`config.mk`:
```
export PLATFORM = sky130hd
export DESIGN_NAME = reversible_deque_engine_flat
export DESIGN_NICKNAME = d
export VERILOG_FILES = /design/src/rde_pkg.sv /design/src/rde_if.sv /design/src/reversible_deque_engine.sv /design/src/rde_ctrl.sv /design/src/rde_datapath.sv /design/src/flat_wrapper.sv
export SDC_FILE = /design/constraint.sdc
export NUM_CORES = 2
export LEC_CHECK = 0
export BUFFER_PORTS_ARGS = -buffer_cell sky130_fd_sc_hd__buf_4
export CORE_UTILIZATION = 57
export DETAILED_ROUTE_END_ITERATION = 6
export PLACE_DENSITY_LB_ADDON = 0.15
export REMOVE_ABC_BUFFERS = 1
export SYNTH_ARGS = -nofsm -noshare
export SYNTH_HDL_FRONTEND = slang
export SYNTH_SLANG_ARGS = --single-unit
```
`constraint.sdc`:
```
create_clock -name clk_i -period 6.6 [get_ports clk_i]
set_input_delay 0.66 -clock clk_i [delete_from_list [all_inputs] [get_ports clk_i]]
set_output_delay 0.66 -clock clk_i [all_outputs]
set_load 0.005 [all_outputs]
```
`src/rde_pkg.sv`:
```
`timescale 1ns / 1ps
`default_nettype none
// ----------------------------------------------------------------------------
// rde_pkg: shared definitions of the reversible deque engine
// Sizes, action and result codes, FSM states and the controller/datapath
// command and status bundles.
// ----------------------------------------------------------------------------
package rde_pkg;

  // Ring store geometry (DEPTH in 2..64)
  localparam int unsigned DEPTH  = 64;
  localparam int unsigned IDX_W  = $clog2(DEPTH);
  localparam int unsigned CNT_W  = $clog2(DEPTH + 1);
  localparam int unsigned DATA_W = 32;

  typedef enum logic [1:0] {
    ACT_PUSH    = 2'd0,
    ACT_REVERSE = 2'd1,
    ACT_DELETE  = 2'd2,
    ACT_FINISH  = 2'd3
  } action_e;

  typedef enum logic [1:0] {
    KIND_ELEMENT = 2'd0,
    KIND_EMPTY   = 2'd1,
    KIND_ERROR   = 2'd2
  } kind_e;

  typedef enum logic {
    ST_IDLE,
    ST_STREAM
  } state_e;

  // Controller -> datapath
  typedef struct packed {
    logic  push;
    logic  reverse;
    logic  del;
    logic  set_err;
    logic  clear;
    logic  load_single;
    kind_e single_kind;
    logic  start;
    logic  rd_issue;
  } cmd_t;

  // Datapath -> controller
  typedef struct packed {
    logic empty;
    logic full;
    logic error;
    logic remain_one;
    logic rd_busy;
    logic out_free;
  } status_t;

endpackage
`default_nettype wire

```
`src/rde_if.sv`:
```
`timescale 1ns / 1ps
`default_nettype none
// ----------------------------------------------------------------------------
// rde_if: valid/ready channels of the reversible deque engine
// rde_req_if carries action beats in, rde_rsp_if carries result beats out.
// ----------------------------------------------------------------------------
interface rde_req_if;
  logic                                valid;
  logic                                ready;
  rde_pkg::action_e                    action;
  logic signed [rde_pkg::DATA_W-1:0]   value;

  modport source (output valid, output action, output value, input ready);
  modport sink   (input valid, input action, input value, output ready);
endinterface

interface rde_rsp_if;
  logic                                valid;
  logic                                ready;
  rde_pkg::kind_e                      kind;
  logic signed [rde_pkg::DATA_W-1:0]   element;
  logic                                last;

  modport source (output valid, output kind, output element, output last, input ready);
  modport sink   (input valid, input kind, input element, input last, output ready);
endinterface
`default_nettype wire

```
`src/reversible_deque_engine.sv`:
```
`timescale 1ns / 1ps
`default_nettype none
// ----------------------------------------------------------------------------
// reversible_deque_engine: reversible double-ended list in a ring store
// Push at back, reverse, delete front and finish; finish streams the list.
// ----------------------------------------------------------------------------
// Usage:
//   req_i carries action beats (push, reverse, delete front, finish) with a
//   32-bit signed value; rsp_o carries result beats (kind, element, last).
//   Push, reverse and delete give no result.
//   A finish on an empty or errored list gives one beat in the next cycle.
//   Otherwise finish streams count elements in logical order: the first beat
//   passes the stream read pointer, the read stage and the output register,
//   then one beat per cycle while the receiver is ready, paced by the single
//   read port of the store. req_i.ready is low while the stream is read out.
//   A stalled receiver holds rsp_o steady; the read stage and the output
//   register keep the stream and nothing is lost or repeated.
//   Reset clears pointers, count, direction and error flags; store contents
//   are not cleared and are only read after being written.
//   Every finish returns the list to its reset state.
// ----------------------------------------------------------------------------
module reversible_deque_engine (
  input  wire logic  clk_i,
  input  wire logic  rst_ni,
  rde_req_if.sink    req_i,
  rde_rsp_if.source  rsp_o
);

  rde_pkg::cmd_t    cmd;
  rde_pkg::status_t status;
  logic             in_ready;

  assign req_i.ready = in_ready;

  rde_ctrl u_ctrl (
    .clk_i      (clk_i),
    .rst_ni     (rst_ni),
    .in_valid_i (req_i.valid),
    .action_i   (req_i.action),
    .status_i   (status),
    .in_ready_o (in_ready),
    .cmd_o      (cmd)
  );

  rde_datapath u_datapath (
    .clk_i       (clk_i),
    .rst_ni      (rst_ni),
    .cmd_i       (cmd),
    .value_i     (req_i.value),
    .out_ready_i (rsp_o.ready),
    .status_o    (status),
    .out_valid_o (rsp_o.valid),
    .kind_o      (rsp_o.kind),
    .element_o   (rsp_o.element),
    .last_o      (rsp_o.last)
  );

endmodule
`default_nettype wire

```
`src/rde_ctrl.sv`:
```
`timescale 1ns / 1ps
`default_nettype none
// ----------------------------------------------------------------------------
// rde_ctrl: controller of the reversible deque engine
// Decodes accepted actions into datapath commands and sequences the
// finish stream, one store read per cycle unless a stalled output holds the read stage.
// ----------------------------------------------------------------------------
module rde_ctrl (
  input  wire logic             clk_i,
  input  wire logic             rst_ni,
  input  wire logic             in_valid_i,
  input  wire rde_pkg::action_e action_i,
  input  wire rde_pkg::status_t status_i,
  output logic                  in_ready_o,
  output rde_pkg::cmd_t         cmd_o
);

  rde_pkg::state_e state_q, state_d;

  // State register
  always_ff @(posedge clk_i or negedge rst_ni) begin
    if (!rst_ni) begin
      state_q <= rde_pkg::ST_IDLE;
    end else begin
      state_q <= state_d;
    end
  end

  // Next state and commands
  always_comb begin
    state_d    = state_q;
    cmd_o      = '0;
    in_ready_o = 1'b0;
    case (state_q)
      rde_pkg::ST_IDLE: begin
        // read pipe empty and output slot free for a possible single result
        in_ready_o = !status_i.rd_busy && status_i.out_free;
        if (in_valid_i && in_ready_o) begin
          case (action_i)
            rde_pkg::ACT_PUSH: begin
              cmd_o.push = !status_i.error && !status_i.full;
            end
            rde_pkg::ACT_REVERSE: begin
              cmd_o.reverse = !status_i.error;
            end
            rde_pkg::ACT_DELETE: begin
              if (!status_i.error) begin
                cmd_o.set_err = status_i.empty;
                cmd_o.del     = !status_i.empty;
              end
            end
            rde_pkg::ACT_FINISH: begin
              cmd_o.clear = 1'b1;
              if (status_i.error) begin
                cmd_o.load_single = 1'b1;
                cmd_o.single_kind = rde_pkg::KIND_ERROR;
              end else if (status_i.empty) begin
                cmd_o.load_single = 1'b1;
                cmd_o.single_kind = rde_pkg::KIND_EMPTY;
              end else begin
                cmd_o.start = 1'b1;
                state_d     = rde_pkg::ST_STREAM;
              end
            end
            default: begin
              cmd_o = '0;
            end
          endcase
        end
      end
      rde_pkg::ST_STREAM: begin
        // issue a read whenever the read stage will be free next cycle
        if (!status_i.rd_busy || status_i.out_free) begin
          cmd_o.rd_issue = 1'b1;
          if (status_i.remain_one) begin
            state_d = rde_pkg::ST_IDLE;
          end
        end
      end
      default: begin
        state_d = rde_pkg::ST_IDLE;
      end
    endcase
  end

endmodule
`default_nettype wire

```
`src/rde_datapath.sv`:
```
`timescale 1ns / 1ps
`default_nettype none
// ----------------------------------------------------------------------------
// rde_datapath: ring store and pointers of the reversible deque engine
// Holds the store memory, head/tail/count, direction and error flags, the
// stream read pointer, the registered read stage and the output register.
// ----------------------------------------------------------------------------
module rde_datapath (
  input  wire logic                              clk_i,
  input  wire logic                              rst_ni,
  input  wire rde_pkg::cmd_t                     cmd_i,
  input  wire logic signed [rde_pkg::DATA_W-1:0] value_i,
  input  wire logic                              out_ready_i,
  output rde_pkg::status_t                       status_o,
  output logic                                   out_valid_o,
  output rde_pkg::kind_e                         kind_o,
  output logic signed [rde_pkg::DATA_W-1:0]      element_o,
  output logic                                   last_o
);

  localparam int unsigned IW = rde_pkg::IDX_W;
  localparam int unsigned CW = rde_pkg::CNT_W;

  function automatic logic [IW-1:0] ring_inc(input logic [IW-1:0] i);
    return (i == IW'(rde_pkg::DEPTH - 1)) ? '0 : i + 1'b1;
  endfunction

  function automatic logic [IW-1:0] ring_dec(input logic [IW-1:0] i);
    return (i == '0) ? IW'(rde_pkg::DEPTH - 1) : i - 1'b1;
  endfunction

  logic signed [rde_pkg::DATA_W-1:0] mem [rde_pkg::DEPTH];

  logic [IW-1:0] head_q, head_d, tail_q, tail_d, pos_q, pos_d;
  logic [CW-1:0] count_q, count_d, remain_q, remain_d;
  logic          rev_q, rev_d, err_q, err_d, dir_q, dir_d;
  logic          rd_v_q, rd_v_d, rd_last_q, rd_last_d;
  logic signed [rde_pkg::DATA_W-1:0] rdata_q;
  logic          out_v_q, out_v_d;
  rde_pkg::kind_e out_kind_q;
  logic signed [rde_pkg::DATA_W-1:0] out_elem_q;
  logic          out_last_q;
  logic          advance;
  logic [IW-1:0] wr_addr;

  assign advance = !out_v_q || out_ready_i;
  assign wr_addr = rev_q ? ring_dec(head_q) : tail_q;

  // List pointers and flags
  always_comb begin
    head_d  = head_q;
    tail_d  = tail_q;
    count_d = count_q;
    rev_d   = rev_q;
    err_d   = err_q;
    if (cmd_i.clear) begin
      head_d  = '0;
      tail_d  = '0;
      count_d = '0;
      rev_d   = 1'b0;
      err_d   = 1'b0;
    end else if (cmd_i.push) begin
      if (rev_q) begin
        head_d = ring_dec(head_q);
      end else begin
        tail_d = ring_inc(tail_q);
      end
      count_d = count_q + 1'b1;
    end else if (cmd_i.reverse) begin
      rev_d = !rev_q;
    end else if (cmd_i.del) begin
      if (rev_q) begin
        tail_d = ring_dec(tail_q);
      end else begin
        head_d = ring_inc(head_q);
      end
      count_d = count_q - 1'b1;
    end else if (cmd_i.set_err) begin
      err_d = 1'b1;
    end
  end

  // Stream read pointer and read stage
  always_comb begin
    pos_d     = pos_q;
    remain_d  = remain_q;
    dir_d     = dir_q;
    rd_last_d = rd_last_q;
    if (cmd_i.start) begin
      pos_d    = rev_q ? ring_dec(tail_q) : head_q;
      remain_d = count_q;
      dir_d    = rev_q;
    end else if (cmd_i.rd_issue) begin
      pos_d     = dir_q ? ring_dec(pos_q) : ring_inc(pos_q);
      remain_d  = remain_q - 1'b1;
      rd_last_d = (remain_q == CW'(1));
    end
    if (cmd_i.rd_issue) begin
      rd_v_d = 1'b1;
    end else if (advance) begin
      rd_v_d = 1'b0;
    end else begin
      rd_v_d = rd_v_q;
    end
    out_v_d = advance ? (rd_v_q || cmd_i.load_single) : out_v_q;
  end

  // Control registers
  always_ff @(posedge clk_i or negedge rst_ni) begin
    if (!rst_ni) begin
      head_q    <= '0;
      tail_q    <= '0;
      count_q   <= '0;
      rev_q     <= 1'b0;
      err_q     <= 1'b0;
      pos_q     <= '0;
      remain_q  <= '0;
      dir_q     <= 1'b0;
      rd_v_q    <= 1'b0;
      rd_last_q <= 1'b0;
      out_v_q   <= 1'b0;
    end else begin
      head_q    <= head_d;
      tail_q    <= tail_d;
      count_q   <= count_d;
      rev_q     <= rev_d;
      err_q     <= err_d;
      pos_q     <= pos_d;
      remain_q  <= remain_d;
      dir_q     <= dir_d;
      rd_v_q    <= rd_v_d;
      rd_last_q <= rd_last_d;
      out_v_q   <= out_v_d;
    end
  end

  // Store memory: one write port, one registered read port
  always_ff @(posedge clk_i) begin
    if (cmd_i.push) begin
      mem[wr_addr] <= value_i;
    end
    if (cmd_i.rd_issue) begin
      rdata_q <= mem[pos_q];
    end
  end

  // Output register payload
  always_ff @(posedge clk_i) begin
    if (advance) begin
      if (rd_v_q) begin
        out_kind_q <= rde_pkg::KIND_ELEMENT;
        out_elem_q <= rdata_q;
        out_last_q <= rd_last_q;
      end else if (cmd_i.load_single) begin
        out_kind_q <= cmd_i.single_kind;
        out_elem_q <= '0;
        out_last_q <= 1'b1;
      end
    end
  end

  assign status_o.empty      = (count_q == '0);
  assign status_o.full       = (count_q == CW'(rde_pkg::DEPTH));
  assign status_o.error      = err_q;
  assign status_o.remain_one = (remain_q == CW'(1));
  assign status_o.rd_busy    = rd_v_q;
  assign status_o.out_free   = advance;

  assign out_valid_o = out_v_q;
  assign kind_o      = out_kind_q;
  assign element_o   = out_elem_q;
  assign last_o      = out_last_q;

endmodule
`default_nettype wire

```
`src/flat_wrapper.sv`:
```
// flat-port wrapper written by rule: the top's interface ports become plain ports
module reversible_deque_engine_flat 
  (clk_i, rst_ni, req_i_valid, req_i_action, req_i_value, req_i_ready, rsp_o_valid, rsp_o_kind, rsp_o_element, rsp_o_last, rsp_o_ready);
  rde_req_if req_i_i ();
  rde_rsp_if rsp_o_i ();
  input  wire logic clk_i;
  input  wire logic rst_ni;
  input wire logic [$bits(req_i_i.valid)-1:0] req_i_valid;
  input wire logic [$bits(req_i_i.action)-1:0] req_i_action;
  input wire logic [$bits(req_i_i.value)-1:0] req_i_value;
  output wire logic [$bits(req_i_i.ready)-1:0] req_i_ready;
  output wire logic [$bits(rsp_o_i.valid)-1:0] rsp_o_valid;
  output wire logic [$bits(rsp_o_i.kind)-1:0] rsp_o_kind;
  output wire logic [$bits(rsp_o_i.element)-1:0] rsp_o_element;
  output wire logic [$bits(rsp_o_i.last)-1:0] rsp_o_last;
  input wire logic [$bits(rsp_o_i.ready)-1:0] rsp_o_ready;
  assign req_i_i.valid = req_i_valid;
  assign req_i_i.action = req_i_action;
  assign req_i_i.value = req_i_value;
  assign req_i_ready = req_i_i.ready;
  assign rsp_o_valid = rsp_o_i.valid;
  assign rsp_o_kind = rsp_o_i.kind;
  assign rsp_o_element = rsp_o_i.element;
  assign rsp_o_last = rsp_o_i.last;
  assign rsp_o_i.ready = rsp_o_ready;
  reversible_deque_engine u_core (.clk_i(clk_i), .rst_ni(rst_ni), .req_i(req_i_i), .rsp_o(rsp_o_i));
endmodule
```
# After elaboration in Yosys (flattened, before gate mapping)
# Memories as Yosys holds them, arrays and structs flattened. A register that Yosys moved wholly into a read port is not among the register bits.
# Index checks and enable logic that the tools add are counted.
# W data, S select, Z words.
# op_classes
n_mux	65
bitwise_logic	2
n_shift	0
n_eq_ne	15
addsub	9
n_reduce_logical	31
n_mul	0
magnitude_cmp	0
div_mod_pow	0
# ops
operator	count
$mux W6	23
$mux W32	2
$mux W7	6
$mux W1	24
$add A6 B1 Y6 const B	3
$eq A6 B6 Y1 const B	3
$logic_not A6 Y1	3
$sub A6 B1 Y6 const B	3
$sub A7 B1 Y7 const B	2
$reduce_and A4 Y1	3
$mux W10	1
$reduce_bool A2 Y1	5
$mux W9	1
$reduce_and A2 Y1	4
$add A7 B1 Y7 const B	1
$eq A7 B1 Y1 const B	1
$eq A7 B7 Y1 const B	1
$logic_not A7 Y1	1
$logic_not A1 Y1	6
$mux W2	3
$mux W3	2
$ne A2 B2 Y1 const B	3
$ne A3 B3 Y1 const B	2
$reduce_bool A3 Y1	2
10 further kinds	17
# totals
ramBits	2048
out_inout_bits	37
in_bits	38
latch_bits	0
memories	1
register_bits	74
rom_bits	0
# memory_table
memory	words	width	rd	rd_ports_with_merged_regs	wr	line	source
u_core.u_datapath.mem	64	32	1	1	1	rde_datapath.sv:32	logic signed [rde_pkg::DATA_W-1:0] mem [rde_pkg::DEPTH];

# Longest topological paths before layout
# logic_depth
ltp_word	11
mapped_depth	13
mapped_depth_nobuf	11

# Modules after synthesis
# Synthesis repeated with hierarchy kept, for this count alone.
# hier_totals
cells_unflattened	3806
hier_area_um2	83084.7
# by_module_without_submodules
module	instances	area_each_um2	cells_per_inst
rde_datapath	1	82902.0	3782
rde_ctrl	1	182.7	24

# Worst setup path after synthesis
# OpenSTA, ideal clock, no wires.
# synth_timing
path_type	register -> register
startpoint	register u_core.u_datapath.head_q[0]
endpoint	memory u_core.u_datapath.mem[13][0] (netlist bit) (enable)
arrival_ps	3547
stages_incl_launch_ff	11
setup_time_ps	421
synth_period_minus_slack_ps	3968
path_slack_ps	2632
cell_sequence	dfrtp_1 > clkbuf_1 > inv_1 > ha_1 > nand2b_1 > or4_1 > a21oi_1 > a21oi_1 > or3_1 > clkbuf_1 > nor2_1
# synth_via
elab_chain_cells	3
word_cells_on_any_way	4
classes_between	add/sub (1); mux (2); reduce/logical (1)
# synth_rtl
element	line	source
start, declared	rde_datapath.sv:34	logic [IW-1:0] head_q, head_d, tail_q, tail_d, pos_q, pos_d;
start signal, assigned	rde_datapath.sv:111	head_q <= '0;
start signal, assigned	rde_datapath.sv:123	head_q <= head_d;
$sub A6 B1 Y6 or $logic_not A6 Y1 (tied branches)	rde_datapath.sv:29	return (i == '0) ? IW'(rde_pkg::DEPTH - 1) : i - 1'b1;
$mux W6 *	rde_datapath.sv:29	
$mux W6 *	rde_datapath.sv:47	assign wr_addr = rev_q ? ring_dec(head_q) : tail_q;
end, declared	rde_datapath.sv:32	
# Mark *: on every way between the ends. The rest lies on a longest branch, timed or not.

# Worst setup path after layout
# layout_timing
startpoint	register u_core.u_datapath.rd_v_q
endpoint	memory u_core.u_datapath.mem[5][2] (netlist bit) (enable)
# layout_via
elab_chain_cells	7
# layout_rtl
element	line	source
start, declared	rde_datapath.sv:37	logic rd_v_q, rd_v_d, rd_last_q, rd_last_d;
start signal, assigned	rde_datapath.sv:131	rd_v_q <= rd_v_d;
$logic_not A1 Y1	rde_ctrl.sv:37	in_ready_o = !status_i.rd_busy && status_i.out_free;
$logic_and A1 B1 Y1	rde_ctrl.sv:37	
$logic_and A1 B1 Y1	rde_ctrl.sv:38	if (in_valid_i && in_ready_o) begin
$mux W10	rde_ctrl.sv:38	
$mux W9	rde_ctrl.sv:34	case (state_q)
$mux W1	rde_datapath.sv:139	if (cmd_i.push) begin
$mux W1 (implied by the code)	rde_datapath.sv:140	mem[wr_addr] <= value_i;
# No other way between the ends.

==> results.md <==
- Status: complete, but fails checks
- Violated checks: capacitance limit
- Max-slew violations: 0
- Crit Reg-Reg Startpoint: u_core.u_datapath.rd_v_q$_DFFE_PN0P_
- Most frequent cells in the layout: 2115 x edfxtp_1, 530 x mux4_2, 204 x clkbuf_16
- Clk_lat worst skew: 0.84 ns
- Via density: 6.75
- Bufs and invs on worst path: 3
- Max Fclk: 219 MHz
- Critical-path top delay cell: nor2_4
- Worst-margin pin slew: 1.47 ns
- Area taken by multi-input logic gates: 18300 sq um
- FF-to-FF End: u_core.u_datapath.mem[5][2]$_DFFE_PP_
- Peak VDD IR: 305 uV
- Area grow syn2layout: 11.7%
- Vias in the first global route: 39474
- Leak pwr: 29.4 nW
- Global-route wire length before repair: 301000 um
- Maximum number of pins on one net before global-route repair: 113
- R2R Setup Slk: 2.04 ns
- Detail Route Antenna Nets: 0
- Core ar.: 145000 sq um
- Switching power: 12.2 mW
- Hold worst-path end: u_core.u_datapath.rev_q$_DFFE_PN0P_
- Syn Inst Count: 3855
- Largest fanout on the critical path: 39
- Row count: 140
- Post-DP HPWL: 125000 um
- Placer Congestion: 0.918
- Gr ovfl total: 0
- Sum Neg Setup Slack: 0 ns
- Crit-path cells: buf_4 > nor4b_4 > nand3_1 > buf_4 > inv_1 > nand2_1 > or3_1 > nor2_4
- DRC Markers: 0
- CTS tree: built
- Post-synthesis sequential area ratio: 77.3%
- Int Pwr: 26.5 mW
- Clk root buf: clkbuf_16
- Relative slew margins: 1.63%
- Antenna violations before repair: 12
- Synth warn: 0
- Post-synth EDFFs: 2115
- Synthesized area: 83400 sq um
- Fillcell total: 9539
- Reg2Reg Depth: 8
- Largest delay share family, worst path: simple AND/OR/NAND/NOR gates
- Net count of the finished layout: 4073
- Via count: 41263
- Total track usage: 29.4%
- Sequential share of power: 41.3%
- Pwr dens: 415 nW/um^2
- Final WL: 214000 um
- CTS H-Tree Depth: 4
- CP Data Arrival Time: 4.99 ns
- Max Buffers Root-to-Sink: 3
- Die height: 385 um
- DRT Pass-1 Iters: 6
- Slowest stage delay, CP: 1.18 ns
- CP Capture Type: register
- Die Wd: 385 um
- Fin cells: 6111
- Commonest non-fill, non-tap cell in the layout: edfxtp_1
- Clock share of power: 29.8%
- Comb pwr share: 28.9%
- Yosys cell types: 62
- Register Area: 64500 sq um
- Layout cells sized above 1: 25.5%
- Routed WL per cell: 35.0 um
- Critical path class: reg2reg
- CTS buffer count: 203
- Worst hold path cell count: 2
- Avg Inst Size Synth: 21.6 sq um
- Clk slew on worst S/H paths: 0.06 ns
- MaxCap Viol Count: 1
- Hold Fails Final Rpt: 0
- Yosys reg bits: 2154
- Post-CTS setup buffer count: 0
- Initial Util: 57.4%
- Worst setup SP type: register
- Ys async rst share: 1.81%
- I/O Buffers: 74
- Worst min-delay path startpoint: req_i_action[1]
- Placed cell count: 5728
- CTS sink cnt: 2154
- Ratio of final minimum period to clock period: 69.1%
- Number of I/O pins: 75
- Power, Total: 38.7 mW
- Final min period: 4.56 ns
- Synth Flop Type: edfxtp_1
- Most used cell, CP: buf_4
- RSZ-0062 raised after global routing: false
- Hold Crit Class: in2reg
- Clock skew: 0.0202 ns
- Worst path required time: 7.04 ns
- Die area: 148000 sq um
- Starting DRT DRC Count: 5819
- Final setup viols: 0
- Sw frac: 31.6%
[logic make-up after synthesis]
| family | share of synthesized area (%) |
|---|---|
| simple gates | 2.50 |
| compound gates | 2.66 |
| buf+inv | 1.42 |
| mux | 15.7 |
| xor+xnor | 0.147 |
| fa+ha+maj | 0.279 |
| flops | 77.3 |
[timing repair]
item                                   in CTS  in global routing
endpoints found under the hold margin      39                  0
resized for setup                           0                  0
hold buffers                                1                  0
[Yosys cell counts, types with 8 or more instances]
cell | instances | share of area, %
a21oi_1 | 70 | 0.42
nand2_1 | 189 | 0.85
nand3_1 | 43 | 0.26
nand4_1 | 10 | 0.075
a22oi_1 | 25 | 0.22
nor3_1 | 22 | 0.13
dfrtp_1 | 39 | 1.2
o211ai_1 | 8 | 0.072
and2_1 | 39 | 0.29
o21ai_0 | 41 | 0.25
mux2i_1 | 111 | 1.3
nor2_1 | 125 | 0.56
buf_6 | 13 | 0.18
ha_1 | 17 | 0.25
a221oi_1 | 26 | 0.27
a31oi_1 | 15 | 0.11
o22ai_1 | 30 | 0.22
o221ai_1 | 40 | 0.42
clkbuf_1 | 78 | 0.35
buf_4 | 38 | 0.34
mux4_2 | 530 | 14
o31ai_1 | 11 | 0.099
buf_2 | 52 | 0.31
edfxtp_1 | 2115 | 76
buf_1 | 28 | 0.13
xnor2_1 | 8 | 0.084
inv_1 | 22 | 0.099
[state kept, by name, summed over array words and instances, names as in the netlist]
register / count
u_core.u_ctrl.state_q: 1
u_core.u_datapath.element_o: 32
u_core.u_datapath.tail_q: 6
u_core.u_datapath.mem: 2048
u_core.u_datapath.rev_q: 1
u_core.u_datapath.remain_q: 7
u_core.u_datapath.last_o: 1
u_core.u_datapath.dir_q: 1
u_core.u_datapath.rdata_q: 32
u_core.u_datapath.count_q: 7
u_core.u_datapath.rd_last_q: 1
u_core.u_datapath.err_q: 1
u_core.u_datapath.kind_o: 2
u_core.u_datapath.pos_q: 6
u_core.u_datapath.out_valid_o: 1
u_core.u_datapath.rd_v_q: 1
u_core.u_datapath.head_q: 6
[worst reg2reg max path: cells and delay by family (launching register included)]
| family | cells | cell delay, ns |
|---|---|---|
| AND/OR/NAND/NOR | 5 | 2.82 |
| buffers and inverters | 3 | 0.96 |
| flip-flops | 1 | 0.36 |
[metal layers]
metal / part of all wire [%] / wire [um] / vias to the layer above / GRT usage [%]
li1: - / - / 16545 / -
met1: 41 / 88500 / 22050 / 45.7
met2: 45 / 95600 / 2354 / 41.7
met3: 11 / 22900 / 306 / 6.63
met4: 3.3 / 7010 / 8 / 9.63
met5: 0.027 / 57 / - / 0
[layout make-up]
type	count	share of cell area, %
sequential	2154	69.2
clock buffer	248	5.68
timing repair buffer	166	1.47
inverter	25	0.106
clock inverter	133	1.36
tap	1917	2.57
antenna	1	0.00268
multi-input combinational	1467	19.6
[per-stage QoR]
step,util [%],instance area [sq um],hold slack (ns),worst slack [ns]
finish,64.1,93200,0.0770,2.04
global route,64.1,93200,0.0611,1.84
CTS,64.1,93200,0.0280,2.08
detailed placement,59.6,86600,0.470,1.95
global placement,59.6,86600,0.459,1.96
floorplan,-,82300,0.364,-16.66
[power groups by stage]
stage	Clock, mW	Sequential, mW	Combinational [mW]
floorplan	0	16.7	6.22
global placement	0	16.2	11.0
detailed placement	0	16.2	11.0
CTS	11.6	16.0	11.1
global route	12.1	16.0	11.6
finish	11.5	16.0	11.2
[how the worst max path moves through the flow]
| stage | startpoint | end | slack (ns) | depth (start not counted) |
|---|---|---|---|---|
| finish | u_core.u_datapath.rd_v_q$_DFFE_PN0P_ | u_core.u_datapath.mem[5][2]$_DFFE_PP_ | 2.04 | 8 |
| global route | u_core.u_datapath.rd_v_q$_DFFE_PN0P_ | u_core.u_datapath.mem[5][2]$_DFFE_PP_ | 1.84 | 8 |
| CTS | u_core.u_datapath.rd_v_q$_DFFE_PN0P_ | u_core.u_datapath.mem[3][13]$_DFFE_PP_ | 2.08 | 8 |
| detailed placement | rsp_o_ready | u_core.u_datapath.mem[3][13]$_DFFE_PP_ | 1.95 | 9 |
| global placement | rsp_o_ready | u_core.u_datapath.mem[11][15]$_DFFE_PP_ | 1.96 | 9 |
| floorplan | u_core.u_datapath.pos_q[0]$_DFFE_PN0P_ | u_core.u_datapath.pos_q[4]$_DFFE_PN0P_ | -16.66 | 7 |
Power figures use the tool's default switching activity.
